$ cat src/rtl/bit_stuffing_frame_encoder_defines.svh
// assertion macros shared by the encoder rtl
`ifndef BIT_STUFFING_FRAME_ENCODER_DEFINES_SVH
`define BIT_STUFFING_FRAME_ENCODER_DEFINES_SVH

`ifndef SYNTHESIS

// same-cycle implication, disabled in reset
`define BSFE_ASSERT_NOW(label, clk, rst, ante, cons) \
  label: assert property (@(posedge clk) disable iff (rst) (ante) |-> (cons)) \
    else $error("assertion failed: label");

// next-cycle implication, disabled in reset
`define BSFE_ASSERT_NEXT(label, clk, rst, ante, cons) \
  label: assert property (@(posedge clk) disable iff (rst) (ante) |=> (cons)) \
    else $error("assertion failed: label");

`else

`define BSFE_ASSERT_NOW(label, clk, rst, ante, cons)
`define BSFE_ASSERT_NEXT(label, clk, rst, ante, cons)

`endif

`endif

$ cat src/rtl/bsfe_pkg.sv
`timescale 1ns / 1ps

package bsfe_pkg;

  localparam int CRC_W      = 32;
  localparam int FLAG_W     = 8;
  localparam int FLAG_IDX_W = $clog2(FLAG_W);
  localparam int CRC_IDX_W  = $clog2(CRC_W);
  localparam int CNT_W      = $clog2(FLAG_W + 1);
  localparam int CFG_IDX_W  = 1;
  localparam int CFG_DATA_W = FLAG_W;

  localparam logic [CRC_W-1:0]  CRC_POLY   = 32'hFFFF_FFFF;
  localparam logic [FLAG_W-1:0] FLAG_RESET = 8'h40;

  typedef enum logic [2:0] {
    KIND_DATA   = 3'd0,
    KIND_STUFF  = 3'd1,
    KIND_FLAG   = 3'd2,
    KIND_END    = 3'd3,
    KIND_CRC    = 3'd4,
    KIND_PARITY = 3'd5
  } bit_kind_t;

  typedef enum logic [CFG_IDX_W-1:0] {
    CFG_PARITY_ODD   = 1'b0,
    CFG_FLAG_PATTERN = 1'b1
  } cfg_idx_t;

  typedef struct packed {
    logic              parity_odd;
    logic [FLAG_W-1:0] flag_pattern;
  } cfg_t;

  // one classified request handed from front to back
  typedef struct packed {
    logic              data_bit;
    logic              stuff;
    logic              last;
    logic              parity;
    logic [FLAG_W-1:0] flag;
    logic [CRC_W-1:0]  crc;
  } entry_t;

  localparam int ENTRY_W = $bits(entry_t);

endpackage

$ cat src/rtl/bsfe_if.sv
`timescale 1ns / 1ps

interface bsfe_in_if;
  logic valid;
  logic ready;
  logic data_bit;
  logic last_bit;

  modport source (output valid, output data_bit, output last_bit, input ready);
  modport sink   (input valid, input data_bit, input last_bit, output ready);
endinterface

interface bsfe_out_if;
  logic       valid;
  logic       ready;
  logic       out_bit;
  logic [2:0] bit_kind;
  logic       frame_end;

  modport source (output valid, output out_bit, output bit_kind, output frame_end,
                  input ready);
  modport sink   (input valid, input out_bit, input bit_kind, input frame_end,
                  output ready);
endinterface

$ cat src/rtl/bsfe_fifo.sv
`timescale 1ns / 1ps
`include "bit_stuffing_frame_encoder_defines.svh"

module bsfe_fifo #(
  parameter int WIDTH = 8,
  parameter int DEPTH = 2
) (
  input  logic             clk,
  input  logic             rst,
  input  logic             push,
  input  logic [WIDTH-1:0] wr_data,
  input  logic             pop,
  output logic [WIDTH-1:0] rd_data,
  output logic             empty,
  output logic             full
);

  localparam int AW = (DEPTH > 1) ? $clog2(DEPTH) : 1;
  localparam int CW = $clog2(DEPTH + 1);

  logic [WIDTH-1:0] mem [DEPTH];
  logic [AW-1:0]    wr_ptr;
  logic [AW-1:0]    rd_ptr;
  logic [CW-1:0]    count;

  function automatic logic [AW-1:0] ptr_inc(input logic [AW-1:0] p);
    if (p == AW'(DEPTH - 1)) begin
      return '0;
    end
    return p + 1'b1;
  endfunction

  assign rd_data = mem[rd_ptr];
  assign empty   = (count == '0);
  assign full    = (count == CW'(DEPTH));

  always_ff @(posedge clk) begin
    if (push) begin
      mem[wr_ptr] <= wr_data;
    end
  end

  always_ff @(posedge clk) begin
    if (rst) begin
      wr_ptr <= '0;
      rd_ptr <= '0;
      count  <= '0;
    end else begin
      if (push) begin
        wr_ptr <= ptr_inc(wr_ptr);
      end
      if (pop) begin
        rd_ptr <= ptr_inc(rd_ptr);
      end
      if (push && !pop) begin
        count <= count + 1'b1;
      end else if (pop && !push) begin
        count <= count - 1'b1;
      end
    end
  end

  `BSFE_ASSERT_NOW(a_no_push_full, clk, rst, push, !full || pop)
  `BSFE_ASSERT_NOW(a_no_pop_empty, clk, rst, pop, !empty)
  `BSFE_ASSERT_NEXT(a_count_up, clk, rst, push && !pop, count == $past(count) + 1'b1)

endmodule

$ cat src/rtl/bsfe_front.sv
`timescale 1ns / 1ps

module bsfe_front
  import bsfe_pkg::*;
(
  input  logic          clk,
  input  logic          rst,
  input  cfg_t          cfg,
  bsfe_in_if.sink       in_ch,
  input  logic          q_full,
  output logic          push,
  output entry_t        entry
);

  logic [CRC_W-1:0]  crc;
  logic              parity_acc;
  logic [FLAG_W-1:0] recent_bits;
  logic [CNT_W-1:0]  recent_count;

  logic [CRC_W-1:0]  crc_next;
  logic [FLAG_W-1:0] win1;
  logic [CNT_W-1:0]  cnt1;
  logic              stuff;

  assign in_ch.ready = !q_full;
  assign push        = in_ch.valid && in_ch.ready;

  always_comb begin
    crc_next = {crc[CRC_W-2:0], 1'b0} ^ (CRC_POLY & {CRC_W{crc[CRC_W-1] ^ in_ch.data_bit}});
    win1     = {recent_bits[FLAG_W-2:0], in_ch.data_bit};
    cnt1     = (recent_count == CNT_W'(FLAG_W)) ? recent_count : recent_count + 1'b1;
    stuff    = (cnt1 == CNT_W'(FLAG_W)) && (win1 == cfg.flag_pattern);

    entry.data_bit = in_ch.data_bit;
    entry.stuff    = stuff;
    entry.last     = in_ch.last_bit;
    entry.parity   = parity_acc ^ in_ch.data_bit ^ cfg.parity_odd;
    entry.flag     = cfg.flag_pattern;
    entry.crc      = crc_next;
  end

  always_ff @(posedge clk) begin
    if (rst) begin
      crc          <= '0;
      parity_acc   <= 1'b0;
      recent_bits  <= '0;
      recent_count <= '0;
    end else if (push) begin
      if (in_ch.last_bit) begin
        crc          <= '0;
        parity_acc   <= 1'b0;
        recent_bits  <= '0;
        recent_count <= '0;
      end else begin
        crc          <= crc_next;
        parity_acc   <= parity_acc ^ in_ch.data_bit;
        // count already saturated whenever a stuffed zero goes in
        recent_bits  <= stuff ? {win1[FLAG_W-2:0], 1'b0} : win1;
        recent_count <= cnt1;
      end
    end
  end

endmodule

$ cat src/rtl/bsfe_back.sv
`timescale 1ns / 1ps
`include "bit_stuffing_frame_encoder_defines.svh"

module bsfe_back
  import bsfe_pkg::*;
(
  input  logic        clk,
  input  logic        rst,
  input  entry_t      head,
  input  logic        head_valid,
  output logic        pop,
  bsfe_out_if.source  out_ch
);

  typedef enum logic [2:0] {
    PH_DATA, PH_STUFF, PH_FLAG, PH_END, PH_CRC, PH_PARITY
  } phase_t;

  phase_t               phase;
  phase_t               phase_next;
  logic [CRC_IDX_W-1:0] idx;
  logic [CRC_IDX_W-1:0] idx_next;
  logic                 out_valid;
  logic                 out_bit;
  bit_kind_t            out_kind;
  logic                 out_end;

  logic      fire;
  logic      done;
  logic      cur_bit;
  bit_kind_t cur_kind;

  assign fire = head_valid && (!out_valid || out_ch.ready);
  assign pop  = fire && done;

  always_comb begin
    phase_next = phase;
    idx_next   = idx;
    done       = 1'b0;
    cur_bit    = 1'b0;
    cur_kind   = KIND_DATA;
    unique case (phase)
      PH_DATA: begin
        cur_bit  = head.data_bit;
        cur_kind = KIND_DATA;
        if (head.stuff) begin
          phase_next = PH_STUFF;
        end else if (head.last) begin
          phase_next = PH_FLAG;
          idx_next   = CRC_IDX_W'(FLAG_W - 1);
        end else begin
          done = 1'b1;
        end
      end
      PH_STUFF: begin
        cur_bit  = 1'b0;
        cur_kind = KIND_STUFF;
        if (head.last) begin
          phase_next = PH_FLAG;
          idx_next   = CRC_IDX_W'(FLAG_W - 1);
        end else begin
          phase_next = PH_DATA;
          done       = 1'b1;
        end
      end
      PH_FLAG: begin
        cur_bit  = head.flag[idx[FLAG_IDX_W-1:0]];
        cur_kind = KIND_FLAG;
        if (idx == '0) begin
          phase_next = PH_END;
        end else begin
          idx_next = idx - 1'b1;
        end
      end
      PH_END: begin
        cur_bit    = 1'b1;
        cur_kind   = KIND_END;
        phase_next = PH_CRC;
        idx_next   = CRC_IDX_W'(CRC_W - 1);
      end
      PH_CRC: begin
        cur_bit  = head.crc[idx];
        cur_kind = KIND_CRC;
        if (idx == '0) begin
          phase_next = PH_PARITY;
        end else begin
          idx_next = idx - 1'b1;
        end
      end
      PH_PARITY: begin
        cur_bit    = head.parity;
        cur_kind   = KIND_PARITY;
        phase_next = PH_DATA;
        done       = 1'b1;
      end
      default: begin
        phase_next = PH_DATA;
      end
    endcase
  end

  always_ff @(posedge clk) begin
    if (rst) begin
      phase     <= PH_DATA;
      idx       <= '0;
      out_valid <= 1'b0;
    end else begin
      if (fire) begin
        phase     <= phase_next;
        idx       <= idx_next;
        out_valid <= 1'b1;
        out_bit   <= cur_bit;
        out_kind  <= cur_kind;
        out_end   <= (phase == PH_PARITY);
      end else if (out_ch.ready) begin
        out_valid <= 1'b0;
      end
    end
  end

  assign out_ch.valid     = out_valid;
  assign out_ch.out_bit   = out_bit;
  assign out_ch.bit_kind  = out_kind;
  assign out_ch.frame_end = out_end;

  `BSFE_ASSERT_NOW(a_busy_has_head, clk, rst, phase != PH_DATA, head_valid)
  `BSFE_ASSERT_NEXT(a_parity_closes, clk, rst, fire && (phase == PH_PARITY), out_valid && out_end)
  `BSFE_ASSERT_NOW(a_flag_idx, clk, rst, phase == PH_FLAG, idx < CRC_IDX_W'(FLAG_W))

endmodule

$ cat src/rtl/bit_stuffing_frame_encoder.sv
`timescale 1ns / 1ps

// Bit-stuffing transmit framer. Payload bits come in one request at a time,
// msb first, with last_bit on the final bit of a frame; each goes out as a
// data line bit. Once eight line bits of the frame have gone out and the last
// eight equal flag_pattern, a stuffed zero follows the data bit (at most one
// per data bit). After the last bit the trailer is sent: the eight flag bits,
// a one as end marker, the 32-bit crc of the unstuffed data (generator of 33
// ones, init 0, msb first) and the parity bit with frame_end set; frame state
// then clears. Timing: an input request is taken every cycle while the queue
// has room; the output side delivers exactly one line bit per cycle while
// out_ch.ready and a queued request allow. The serialiser behind the
// two-entry queue sets the sustained rate. Write the configuration
// registers only while no frame is in flight.
module bit_stuffing_frame_encoder
  import bsfe_pkg::*;
#(
  parameter int QUEUE_DEPTH = 2
) (
  input  logic                  clk,
  input  logic                  rst,
  input  logic                  cfg_we,
  input  logic [CFG_IDX_W-1:0]  cfg_index,
  input  logic [CFG_DATA_W-1:0] cfg_data,
  bsfe_in_if.sink               in_ch,
  bsfe_out_if.source            out_ch
);

  cfg_t   cfg;
  entry_t push_entry;
  entry_t head;
  logic   push;
  logic   pop;
  logic   q_empty;
  logic   q_full;

  // configuration registers; the user must write them only while idle, the block does not enforce it
  always_ff @(posedge clk) begin
    if (rst) begin
      cfg.parity_odd   <= 1'b0;
      cfg.flag_pattern <= FLAG_RESET;
    end else if (cfg_we) begin
      unique case (cfg_idx_t'(cfg_index))
        CFG_PARITY_ODD:   cfg.parity_odd   <= cfg_data[0];
        CFG_FLAG_PATTERN: cfg.flag_pattern <= cfg_data[FLAG_W-1:0];
        default: ;
      endcase
    end
  end

  // front: crc, parity and stuffing window over the accepted bits
  bsfe_front u_front (
    .clk    (clk),
    .rst    (rst),
    .cfg    (cfg),
    .in_ch  (in_ch),
    .q_full (q_full),
    .push   (push),
    .entry  (push_entry)
  );

  // queue of classified requests, lets the front run ahead of the line
  bsfe_fifo #(
    .WIDTH (ENTRY_W),
    .DEPTH (QUEUE_DEPTH)
  ) u_queue (
    .clk     (clk),
    .rst     (rst),
    .push    (push),
    .wr_data (push_entry),
    .pop     (pop),
    .rd_data (head),
    .empty   (q_empty),
    .full    (q_full)
  );

  // back: serialises data, stuffed zero and trailer into the output register
  bsfe_back u_back (
    .clk        (clk),
    .rst        (rst),
    .head       (head),
    .head_valid (!q_empty),
    .pop        (pop),
    .out_ch     (out_ch)
  );

endmodule
$ cat src/flat_wrapper.sv
// flat-port wrapper written by rule: the top's interface ports become plain ports
module bit_stuffing_frame_encoder_flat import bsfe_pkg::*;
#(
  parameter int QUEUE_DEPTH = 2
)
  (clk, rst, cfg_we, cfg_index, cfg_data, in_ch_valid, in_ch_data_bit, in_ch_last_bit, in_ch_ready, out_ch_valid, out_ch_out_bit, out_ch_bit_kind, out_ch_frame_end, out_ch_ready);
  bsfe_in_if in_ch_i ();
  bsfe_out_if out_ch_i ();
  input  logic clk;
  input  logic rst;
  input  logic cfg_we;
  input  logic [CFG_IDX_W-1:0] cfg_index;
  input  logic [CFG_DATA_W-1:0] cfg_data;
  input wire logic [$bits(in_ch_i.valid)-1:0] in_ch_valid;
  input wire logic [$bits(in_ch_i.data_bit)-1:0] in_ch_data_bit;
  input wire logic [$bits(in_ch_i.last_bit)-1:0] in_ch_last_bit;
  output wire logic [$bits(in_ch_i.ready)-1:0] in_ch_ready;
  output wire logic [$bits(out_ch_i.valid)-1:0] out_ch_valid;
  output wire logic [$bits(out_ch_i.out_bit)-1:0] out_ch_out_bit;
  output wire logic [$bits(out_ch_i.bit_kind)-1:0] out_ch_bit_kind;
  output wire logic [$bits(out_ch_i.frame_end)-1:0] out_ch_frame_end;
  input wire logic [$bits(out_ch_i.ready)-1:0] out_ch_ready;
  assign in_ch_i.valid = in_ch_valid;
  assign in_ch_i.data_bit = in_ch_data_bit;
  assign in_ch_i.last_bit = in_ch_last_bit;
  assign in_ch_ready = in_ch_i.ready;
  assign out_ch_valid = out_ch_i.valid;
  assign out_ch_out_bit = out_ch_i.out_bit;
  assign out_ch_bit_kind = out_ch_i.bit_kind;
  assign out_ch_frame_end = out_ch_i.frame_end;
  assign out_ch_i.ready = out_ch_ready;
  bit_stuffing_frame_encoder #(.QUEUE_DEPTH(QUEUE_DEPTH)) u_core (.clk(clk), .rst(rst), .cfg_we(cfg_we), .cfg_index(cfg_index), .cfg_data(cfg_data), .in_ch(in_ch_i), .out_ch(out_ch_i));
endmodule
$ cat config.mk
export PLATFORM = sky130hd
export DESIGN_NAME = bit_stuffing_frame_encoder_flat
export DESIGN_NICKNAME = d
export VERILOG_FILES = /design/src/rtl/bsfe_pkg.sv /design/src/rtl/bsfe_if.sv /design/src/rtl/bsfe_fifo.sv /design/src/rtl/bsfe_front.sv /design/src/rtl/bsfe_back.sv /design/src/rtl/bit_stuffing_frame_encoder.sv /design/src/flat_wrapper.sv
export VERILOG_INCLUDE_DIRS = /design/src /design/src/rtl
export SDC_FILE = /design/constraint.sdc
export NUM_CORES = 1
export LEC_CHECK = 0
export ABC_AREA = 1
export BUFFER_PORTS_ARGS = -buffer_cell sky130_fd_sc_hd__buf_4
export CAP_MARGIN = 20
export CORE_AREA = 2 2 130 144
export DETAILED_ROUTE_END_ITERATION = 10
export DIE_AREA = 0 0 132 146
export PLACE_DENSITY = 0.58
export SLEW_MARGIN = 20
export SYNTH_ARGS = -nofsm -noshare
export SYNTH_HDL_FRONTEND = slang
export SYNTH_SLANG_ARGS = --single-unit
$ cat constraint.sdc
create_clock -name clk -period 4.66 [get_ports clk]
set_input_delay 0.233 -clock clk [delete_from_list [all_inputs] [get_ports clk]]
set_output_delay 0.233 -clock clk [all_outputs]
set_load 0.02 [all_outputs]
==> results of run 1 <==
synth_stat cells, drive strengths merged:
cell type,count,area [µm²]
dfxtp,67,1340
xnor2,29,254
and2,1,6.26
edfxtp,93,2790
nand4,7,43.8
a211oi,3,22.5
or3,1,6.26
ha,5,62.6
a22oi,2,15.0
a31o,1,8.76
o21ai,33,169
or2,2,12.5
nor2,69,279
xor2,12,105
a21oi,58,294
a21boi,1,7.51
buf,21,111
o22ai,1,6.26
clkbuf,13,48.8
nor3,3,20.0
nand3,65,335
inv,69,262
o211ai,4,30.0
nand2,204,781
worst paths after layout:
path	to	slack [ns]	cells after the start
hold / removal	u_core.cfg[6]$_SDFFE_PP1P_	0.02	3
setup reg to reg	u_core.u_queue.count[1]$_SDFFE_PP0P_	2.13	13
setup / recovery	u_core.u_queue.count[1]$_SDFFE_PP0P_	2.13	13
hold reg to reg	u_core.u_front.recent_bits[1]$_SDFFE_PP0P_	0.47	2
state kept, by name (all words and copies together), names as in the netlist, 2 cells and up, named ones only:
name and count:
u_core.u_front.crc 32, u_core.u_back.out_ch.bit_kind 3, u_core.u_back.idx 5, u_core.u_back.phase 3, u_core.u_queue.count 2, u_core.cfg 9, u_core.u_queue.mem 88, u_core.u_front.recent_count 4
u_core.u_front.recent_bits 7
worst register-to-register path, stage by stage, from the launching register on:
cell	delay (ns)
dfxtp_1	0.31
buf_4	0.40
inv_4	0.30
nand2_1	0.13
nand2_1	0.07
nor2_1	0.14
nand2_1	0.09
nand3_1	0.07
nand2_1	0.11
ha_1	0.36
a21oi_1	0.11
o21ai_0	0.11
o21ai_0	0.16
a21oi_1	0.06
cells by family after synthesis:
group | count (synthesis) | synth area share
AOI/OAI and AO/OA | 103 | 0.0788
xor gates and xnor gates | 41 | 0.0512
adders and majority gates | 5 | 0.00892
buffers and inverters | 103 | 0.0601
DFF | 160 | 0.589
and+or+nand+nor | 352 | 0.212
report_power, final:
group | internal, mW | leakage (nW) | switching, mW
Clock | 0.846 | 0.296 | 0.509
Combinational | 0.397 | 1.41 | 0.839
Sequential | 1.78 | 1.42 | 0.0985
Total | 3.02 | 3.12 | 1.45
metrics by stage:
stage / area [µm²] / std cells / setup WS (ns)
2_1_floorplan: 7010 / 764 / 1.36
3_3_place_gp: 7380 / 995 / 2.20
3_5_place_dp: 7380 / 995 / 2.16
4_1_cts: 7970 / 1027 / 2.12
5_1_grt: 7970 / 1027 / 1.89
6_report: 7970 / 1027 / 2.13
cell type report:
cell class,count,area [µm²],share of cell area
sequential,160,4130,0.519
multi-input combinational,501,2480,0.312
clock buffer,28,543,0.0681
tap,238,298,0.0374
inverter,69,262,0.0328
timing repair buffer,27,203,0.0254
clock inverter,4,46.3,0.00581
routing by layer:
layer,vias up,share of wire
met2,67,0.46
met5,-,0
met1,2261,0.49
met4,0,0.012
li1,2533,-
met3,16,0.035
==> impl_results.md, run 1 <==
* First-pass GRT wire length at 23000 µm
* Number of global-route vias before repair at around 4500
* Fillers at ~1700
* Sequential share of the synthesized area at 0.589
* Die Ht at approximately 150 µm
* Synth unique cells at 37
* Hold-fix buffers, CTS at 0
* Met3 GRT Util at 0.0362
* Worst path buffer plus inverter count at 2
* Critical Path AT at about 2.8 ns
* Slowest Stage Delay on Critical Path at roughly 0.40 ns
* Layout Skew at 0.00823 ns
* Row count at 51
* Startpoint types: flop
* Later-pin clock latency in the skew report at 0.42 ns
* Peak supply drop at 0.293 mV
* Tmin final at approximately 2.5 ns
* DIE WIDTH at approximately 130 µm
* #FFs+latches synth at 160
* Via count at 4877
* Hold Crit Start: cfg_data[6]
* Gpl congestion at 0.764
* Initial antenna violation count at 0
* Setup violations, final at 0
* Mapped cell area at 7010 µm²
* Grt peak-use layer: met2
* Critical Path, Cell by Cell: buf_4 -> inv_4 -> nand2_1 -> nand2_1 -> nor2_1 -> nand2_1 -> nand3_1 -> nand2_1 -> ha_1 -> a21oi_1 -> o21ai_0 -> o21ai_0 -> a21oi_1
* Synth warn at 0
* Final slew viol count at 0
* Total global routing overflow at 0
* Hold slack at 0.0164 ns
* Total GRT Usage at 0.151
* CTS tree: yes
* Detailed-route DRC error count at 0
* Detail Route Antenna Nets at 0
* Setup TNS Final at 0 ns
* CTS root buf: clkbuf_16
* Pin count of the biggest net entering global routing at 51
* Fmax at 0.395 GHz
* Most common cell on crit path: nand2_1
* CP Capture Type: flop
* Crit Path Max Fanout at 45
* Net Count, Synth at 785
* Cts repair resizes at 0
* Least-Margin Pin Slew at 0.976 ns
* Via/cell ratio at 4.75
* Total CTS buffers at 17
* Status: complete, no violations
* Max stage delay cell, worst path: buf_4
* Drt first pass iters at 4
* Delay-heaviest family, CP: buffers and inverters
* Met2 Use GR at 0.227
* Diodes inserted at 0
* Starting Density at 0.397
* CTS H-tree lvls at 4
* Clk sink count at between 150 and 200
* Mapped Avg Cell Area at 9.18 µm²
* RSZ-0062 raised after global routing: false
* Bufs on Longest Clock Path at 2
* IO Count at 23
* IO Port Bufs at 22
* Final core occ at 0.451
* Wirelength per Cell at 13.7 µm
* Hold crit path type: in -> reg
* Core area at 17700 µm²
* Leak Pwr at 3.12 nW
* Area Overhead vs Synth at 13.6%
* Worst-path clk slew at approximately 0.060 ns
* Relative slew slack at 0.348
* Setup Fix Bufs, Post-CTS at 0
* Nets at 797
* Pwr per Cell Area at about 560 nW/µm²
* Most common cell after layout, fill and taps aside: nand2_1
* WP data required at 4.96 ns
* Design Power at 4.47 mW
* 1st-iter DRT viols at 374
* Syn Inst Count at 764
* Final cycle utilization of the critical path at 0.543
* HPWL Detailed at 9030 µm
* Critical path type: reg -> reg
* Wirelength, routed at 14100 µm
* # Max-Cap Violations at 0
* Final Hold Fails at 0
* Fraction of layout cells with a size suffix above 1 at 0.105
* Commonest non-fill, non-tap cells in the layout: nand2_1 (199), edfxtp_1 (93), dfxtp_1 (67)
* Met1 usage at 0.212
* DIE AREA at roughly 19000 µm²
Note: power is estimated with default switching activity, not from simulation.
==> run 2, diff against run 1 <==
==> constraint.sdc (replaced) <==
create_clock -name clk -period 2.5 [get_ports clk]
set_input_delay 0.125 -clock clk [delete_from_list [all_inputs] [get_ports clk]]
set_output_delay 0.125 -clock clk [all_outputs]
set_load 0.02 [all_outputs]
==> run 2 against run 1 <==
  * Cell count rose by 2.0%
  * Flip-flop and latch count unchanged
  * Worst hold slack better by 0.093 ns
  * Clock-buffer cell count decreased by 5
  * Die area unchanged
  * First-iteration DRC count fell by 23%
  * Non-clock buffer count is 21 higher
  * Critical endpoint unchanged
  * Largest cell class unchanged
==> impl_results.md, run 2 (same netlist as run 1, synthesis figures left out) <==
* Detailed-route DRC error count at 0 (unchanged)
* Top Registers: u_core.u_queue.mem: 88 flops, u_core.u_front.crc: 32 flops, u_core.cfg: 9 flops
* Status: complete, no violations
* Critical Path AT at 2.25 ns (-0.58 ns)
* DIE AREA at 19300 µm² (unchanged)
* Fraction of layout cells with a size suffix above 1 at 0.112 (+0.00715)
* HPWL Detailed at 8940 µm (-0.91%)
* Wirelength, routed at 14600 µm (+3.7%)
* Clk sink count at 160 (unchanged)
* Leak Pwr at 3.24 nW (+3.6%)
* Total global routing overflow at 0 (unchanged)
* Starting Density at 0.397 (unchanged)
* RSZ-0062 raised after global routing: false
* Diodes inserted at 0 (unchanged)
* Final Hold Fails at 0 (unchanged)
* Final cycle utilization of the critical path at 0.775 (+0.231)
* Total GRT Usage at 0.159 (+0.00793)
* Worst-path clk slew at 0.06 ns (about the same)
* Critical Path, Cell by Cell: inv_4 -> nand2_1 -> nand2_1 -> nor2_1 -> nand2_1 -> nand3_1 -> nand2_1 -> ha_1 -> a21oi_1 -> o21ai_0 -> o21ai_0 -> a21oi_1
* Worst Hold Depth at 2 (-1)
* Critical Path Stages at 12 (-1)
* 1st-iter DRT viols at 289 (-23%)
* CTS H-tree lvls at 4 (unchanged)
* Pre-CTS setup slack at 0.552 ns (-1.60 ns)
* Fillers at 1673 (-1.2%)
* WP data required at 2.81 ns (-2.15 ns)
* Least-Margin Pin Slew at 0.545 ns (-0.432 ns)
* Die Ht at 146 µm (unchanged)
* Bufs on Longest Clock Path at 2 (unchanged)
* Via count at 4990 (+2.3%)
* Fmax at 0.516 GHz (+31%)
* Hold crit path type: in -> reg
* First-pass GRT wire length at 24100 µm (+5.0%)
* Peak supply drop at 0.404 mV (+38%)
* Number of global-route vias before repair at 4779 (+6.9%)
* IO Count at 23 (unchanged)
* Initial antenna violation count at 0 (unchanged)
* Most common cell on crit path: nand2_1
* Pwr per Cell Area at 1040 nW/µm² (+86%)
* Setup WS post-layout at 0.563 ns (-1.56 ns)
* Via/cell ratio at 4.76 (+0.27%)
* # Max-Cap Violations at 0 (unchanged)
* CTS tree: yes
* Most flops, register: u_core.u_queue.mem
* Core area at 17700 µm² (unchanged)
* Slowest Stage Delay on Critical Path at 0.43 ns (+0.03 ns)
* Setup TNS Final at 0 ns (unchanged)
* Layout Skew at 0.00835 ns (+0.000113 ns)
* IO Port Bufs at 22 (unchanged)
* Max reg flops at 88 (unchanged)
* Later-pin clock latency in the skew report at 0.42 ns (about the same)
* Setup Fix Bufs, Post-CTS at 0 (unchanged)
* Commonest non-fill, non-tap cells in the layout: nand2_1 (199), edfxtp_1 (93), dfxtp_1 (67)
* Setup violations, final at 0 (unchanged)
* Delay-heaviest family, CP: simple AND/OR/NAND/NOR gates
* Final slew viol count at 0 (unchanged)
* Final core occ at 0.466 (+0.0150)
* Startpoint types: flop
* CP Capture Type: flop
* CTS root buf: clkbuf_16
* Total CTS buffers at 17 (unchanged)
* Wirelength per Cell at 14.0 µm (+1.6%)
* Reg2Reg Depth at 12 (-1)
* Row count at 51 (unchanged)
* Gpl congestion at 0.801 (+4.8%)
* Nets at 818 (+2.6%)
* Crit Path Max Fanout at 16 (-64%)
* Most common cell after layout, fill and taps aside: nand2_1
* Pin count of the biggest net entering global routing at 45 (-12%)
* Worst path buffer plus inverter count at 1 (-1)
* Relative slew slack at 0.636 (+0.289)
* DIE WIDTH at 132 µm (unchanged)
* Drt first pass iters at 6 (+2)
* Area Overhead vs Synth at 17.4%
* Max stage delay cell, worst path: dfxtp_1
* Tmin final at 1.94 ns (-0.595 ns)
* Detail Route Antenna Nets at 0 (unchanged)
* Critical path type: reg -> reg
## run 2: cell count changes in the layout (fill, tap and decap cells not counted), sizes merged
cell,delta
bufinv,+2
clkinvlp,+2
dlygate4sd3,+13
clkinv,+1
clkbuf,-5
buf,+8
## run 2: layer usage
layer	up-vias	global-route usage	share of wire
li1	2579	-	-
met1	2332	0.201	0.46
met2	61	0.268	0.50
met3	18	0.0327	0.025
met4	0	0.0576	0.015
met5	-	0	0
## run 2: worst paths after layout
kind	startpoint	endpoint	slack, ns
worst min register to register	u_core.u_front.recent_bits[1]$_SDFFE_PP0P_	u_core.u_front.recent_bits[1]$_SDFFE_PP0P_	0.46
worst max register to register	flop	u_core.u_queue.count[1]$_SDFFE_PP0P_	0.56
worst min-delay path	rst	u_core.u_front.parity_acc$_SDFFE_PP0P_	0.11
worst max-delay path	flop	u_core.u_queue.count[1]$_SDFFE_PP0P_	0.56
## run 2: what timing repair did
item,4_1_cts,5_1_grt
hold endpoints to repair,14,0
resized for setup,0,0
hold buffers,13,0
## run 2: final cells by class
cell class	count	area, µm²	share of cell area
clock buffers	23	499	0.0606
repair buffers	48	430	0.0523
clock inverters	9	128	0.0155
well taps	238	298	0.0362
inverters	69	262	0.0318
multi-input cells	501	2480	0.302
flip-flops and latches	160	4130	0.502
## run 2: through the flow
| stage | area (µm²) | hold slack (ns) | instances | total power [mW] |
|---|---|---|---|---|
| 2_1_floorplan | 7020 | 0.224 | 764 | 5.29 |
| 5_1_grt | 8230 | 0.121 | 1048 | 9.12 |
| 4_1_cts | 8230 | 0.0940 | 1048 | 8.69 |
| 6_report | 8230 | 0.109 | 1048 | 8.60 |
| 3_3_place_gp | 7480 | 0.328 | 1003 | 5.95 |
| 3_5_place_dp | 7480 | 0.335 | 1003 | 5.96 |
## run 2: power by group
group / internal, mW / switching (mW) / leakage (nW) / total [mW]
clock: 1.71 / 1.00 / 0.302 / 2.71
combinational: 0.810 / 1.59 / 1.52 / 2.40
sequential: 3.31 / 0.184 / 1.42 / 3.49
total: 5.83 / 2.77 / 3.24 / 8.60
==> run 3, diff against run 2 <==
--- a/config.mk
+++ b/config.mk
@@ -12,7 +12,7 @@
 export CORE_AREA = 2 2 130 144
 export DETAILED_ROUTE_END_ITERATION = 10
 export DIE_AREA = 0 0 132 146
-export PLACE_DENSITY = 0.58
+export PLACE_DENSITY = 0.6
 export SLEW_MARGIN = 20
 export SYNTH_ARGS = -nofsm -noshare
 export SYNTH_HDL_FRONTEND = slang
==> constraint.sdc (replaced) <==
create_clock -name clk -period 1.71 [get_ports clk]
set_input_delay 0.0855 -clock clk [delete_from_list [all_inputs] [get_ports clk]]
set_output_delay 0.0855 -clock clk [all_outputs]
set_load 0.02 [all_outputs]
==> run 3 against run 2 <==
  * Clock power up 29%
  * Critical path type unchanged
  * Via count up 1.8%
  * Largest cell class unchanged
  * Global-route usage up 0.34 points
==> impl_results.md, run 3 (same netlist as run 1, synthesis figures left out) <==
* Status: complete, no violations
* Hold crit path type: in -> reg
* Final cycle utilization of the critical path at 0.968 (+0.193)
* Peak supply drop at 0.792 mV (+96%)
* Number of global-route vias before repair at 4962 (+3.8%)
* Layout Skew at 0.00937 ns (+0.00102 ns)
* First-pass GRT wire length at 24900 µm (+3.2%)
* Slowest Stage Delay on Critical Path at 0.38 ns (-0.05 ns)
* Most common cell on crit path: nand2_1
* Most flops, register: u_core.u_queue.mem
* Most common cell after layout, fill and taps aside: nand2_1
* Tmin final at 1.65 ns (-0.282 ns)
* Wirelength, routed at 15100 µm (+3.0%)
* Crit Path Max Fanout at 5 (-11)
* Drt first pass iters at 4 (-2)
* Finished Layout Cells at 1082 (+3.2%)
* CP Capture Type: flop
* Worst path buffer plus inverter count at 1 (unchanged)
* Detail Route Antenna Nets at 0 (unchanged)
* IO Port Bufs at 22 (unchanged)
* Bufs on Longest Clock Path at 2 (unchanged)
* Final Hold Fails at 0 (unchanged)
* Setup WS post-layout at 0.0552 ns (-0.508 ns)
* Fmax at 0.604 GHz (+17%)
* WP data required at 2.02 ns (-0.79 ns)
* Top Registers: u_core.u_queue.mem: 88 flops, u_core.u_front.crc: 32 flops, u_core.cfg: 9 flops
* Gpl congestion at 0.809 (+1.0%)
* DIE AREA at 19300 µm² (unchanged)
* Die Ht at 146 µm (unchanged)
* Row count at 51 (unchanged)
* Total global routing overflow at 0 (unchanged)
* CTS tree: yes
* Pwr per Cell Area at 1500 nW/µm² (+44%)
* Critical Path AT at 1.96 ns (-0.29 ns)
* DIE WIDTH at 132 µm (unchanged)
* Total GRT Usage at 0.162 (+0.00344)
* RSZ-0062 raised after global routing: true
* Delay-heaviest family, CP: simple AND/OR/NAND/NOR gates
* Via/cell ratio at 4.70 (-1.4%)
* HPWL Detailed at 9490 µm (+6.1%)
* IO Count at 23 (unchanged)
* Commonest non-fill, non-tap cells in the layout: nand2_1 (192), edfxtp_1 (93), dfxtp_1 (62)
* Fraction of layout cells with a size suffix above 1 at 0.178 (+0.0654)
* Relative slew slack at 0.619 (-0.0174)
* Final slew viol count at 0 (unchanged)
* Least-Margin Pin Slew at 0.571 ns (+0.0261 ns)
* Total CTS buffers at 17 (unchanged)
* Diodes inserted at 0 (unchanged)
* Area Overhead vs Synth at 22.6%
* Critical Path, Cell by Cell: inv_4 -> nand2_1 -> nand2_1 -> nor2_4 -> nand2_1 -> nand3_1 -> nand2_2 -> ha_4 -> a21oi_2 -> o21ai_2 -> o21ai_1 -> a21oi_1
* Later-pin clock latency in the skew report at 0.42 ns (about the same)
* Final core occ at 0.487 (+0.0207)
* Starting Density at 0.397 (unchanged)
* CTS root buf: clkbuf_16
* CTS H-tree lvls at 4 (unchanged)
* Core area at 17700 µm² (unchanged)
* Max reg flops at 88 (unchanged)
* Startpoint types: flop
* Wirelength per Cell at 13.9 µm (-0.25%)
* # Max-Cap Violations at 0 (unchanged)
* Initial antenna violation count at 0 (unchanged)
* Pre-CTS setup slack at -0.0681 ns (-0.620 ns)
* Detailed-route DRC error count at 0 (unchanged)
* 1st-iter DRT viols at 380 (+31%)
* Max stage delay cell, worst path: dfxtp_4
* Setup violations, final at 0 (unchanged)
* Clk sink count at 160 (unchanged)
* Via count at 5081 (+1.8%)
* Pin count of the biggest net entering global routing at 46 (+2.2%)
* Critical path type: reg -> reg
* Design Power at 12.9 mW (+50%)
* Leak Pwr at 3.40 nW (+5.1%)
* Nets at 852 (+4.2%)
* Worst-path clk slew at 0.06 ns (about the same)
* Placed cells at 1035 (+3.2%)
## run 3: cell types whose count changed in the layout (fill, tap and decap cells not counted), sizes merged
cell,previous run,this run
clkinvlp,2,1
inv,70,69
clkbuf,23,24
clkinv,3,6
bufinv,3,1
buf,35,69
## run 3: layer usage
| metal | global-route usage | share of wire | vias up |
|---|---|---|---|
| met4 | 0.0522 | 0.012 | 0 |
| met5 | 0 | 0 | - |
| li1 | - | - | 2651 |
| met2 | 0.270 | 0.49 | 71 |
| met3 | 0.0432 | 0.034 | 13 |
| met1 | 0.205 | 0.46 | 2346 |
## run 3: through the flow
stage	setup TNS, ns	area [µm²]	hold WS (ns)
2_1_floorplan	-6.27	7050	0.184
3_3_place_gp	-0.0170	7780	0.298
3_5_place_dp	-0.0681	7780	0.298
4_1_cts	0	8450	0.0349
5_1_grt	-0.0929	8600	0.0554
6_report	0	8600	0.0467
## run 3: final cells by class
type,instances,area [µm²]
Timing Repair Buffer,82,747
Multi-Input combinational cell,501,2610
Tap cell,238,298
Clock inverter,8,65.1
Inverter,69,262
Clock buffer,24,472
Fill cell,1667,9080
Sequential cell,160,4140
## run 3: report_power, final
group | internal, mW | switching (mW) | leakage (nW) | total [mW]
sequential | 4.85 | 0.270 | 1.42 | 5.12
clock | 2.06 | 1.45 | 0.263 | 3.50
combinational | 1.72 | 2.55 | 1.72 | 4.27
total | 8.63 | 4.27 | 3.40 | 12.9
## run 3: final timing paths
check	slack [ns]	depth (start not counted)	from	endpoint
worst max-delay path	0.06	12	flop	u_core.u_queue.count[1]$_SDFFE_PP0P_
worst min-delay path	0.05	2	rst	u_core.u_front.recent_count[3]$_SDFFE_PP0P_
worst max register to register	0.06	12	flop	u_core.u_queue.count[1]$_SDFFE_PP0P_
worst min register to register	0.47	2	u_core.u_front.recent_bits[2]$_SDFFE_PP0P_	u_core.u_front.recent_bits[2]$_SDFFE_PP0P_
## run 3: repair_timing
item	in CTS	in global routing
pin swaps	0	13
resized for setup	4	36
hold buffers	13	0
setup buffers	0	2
hold endpoints to repair	15	0
endpoints found under the setup margin	3	12
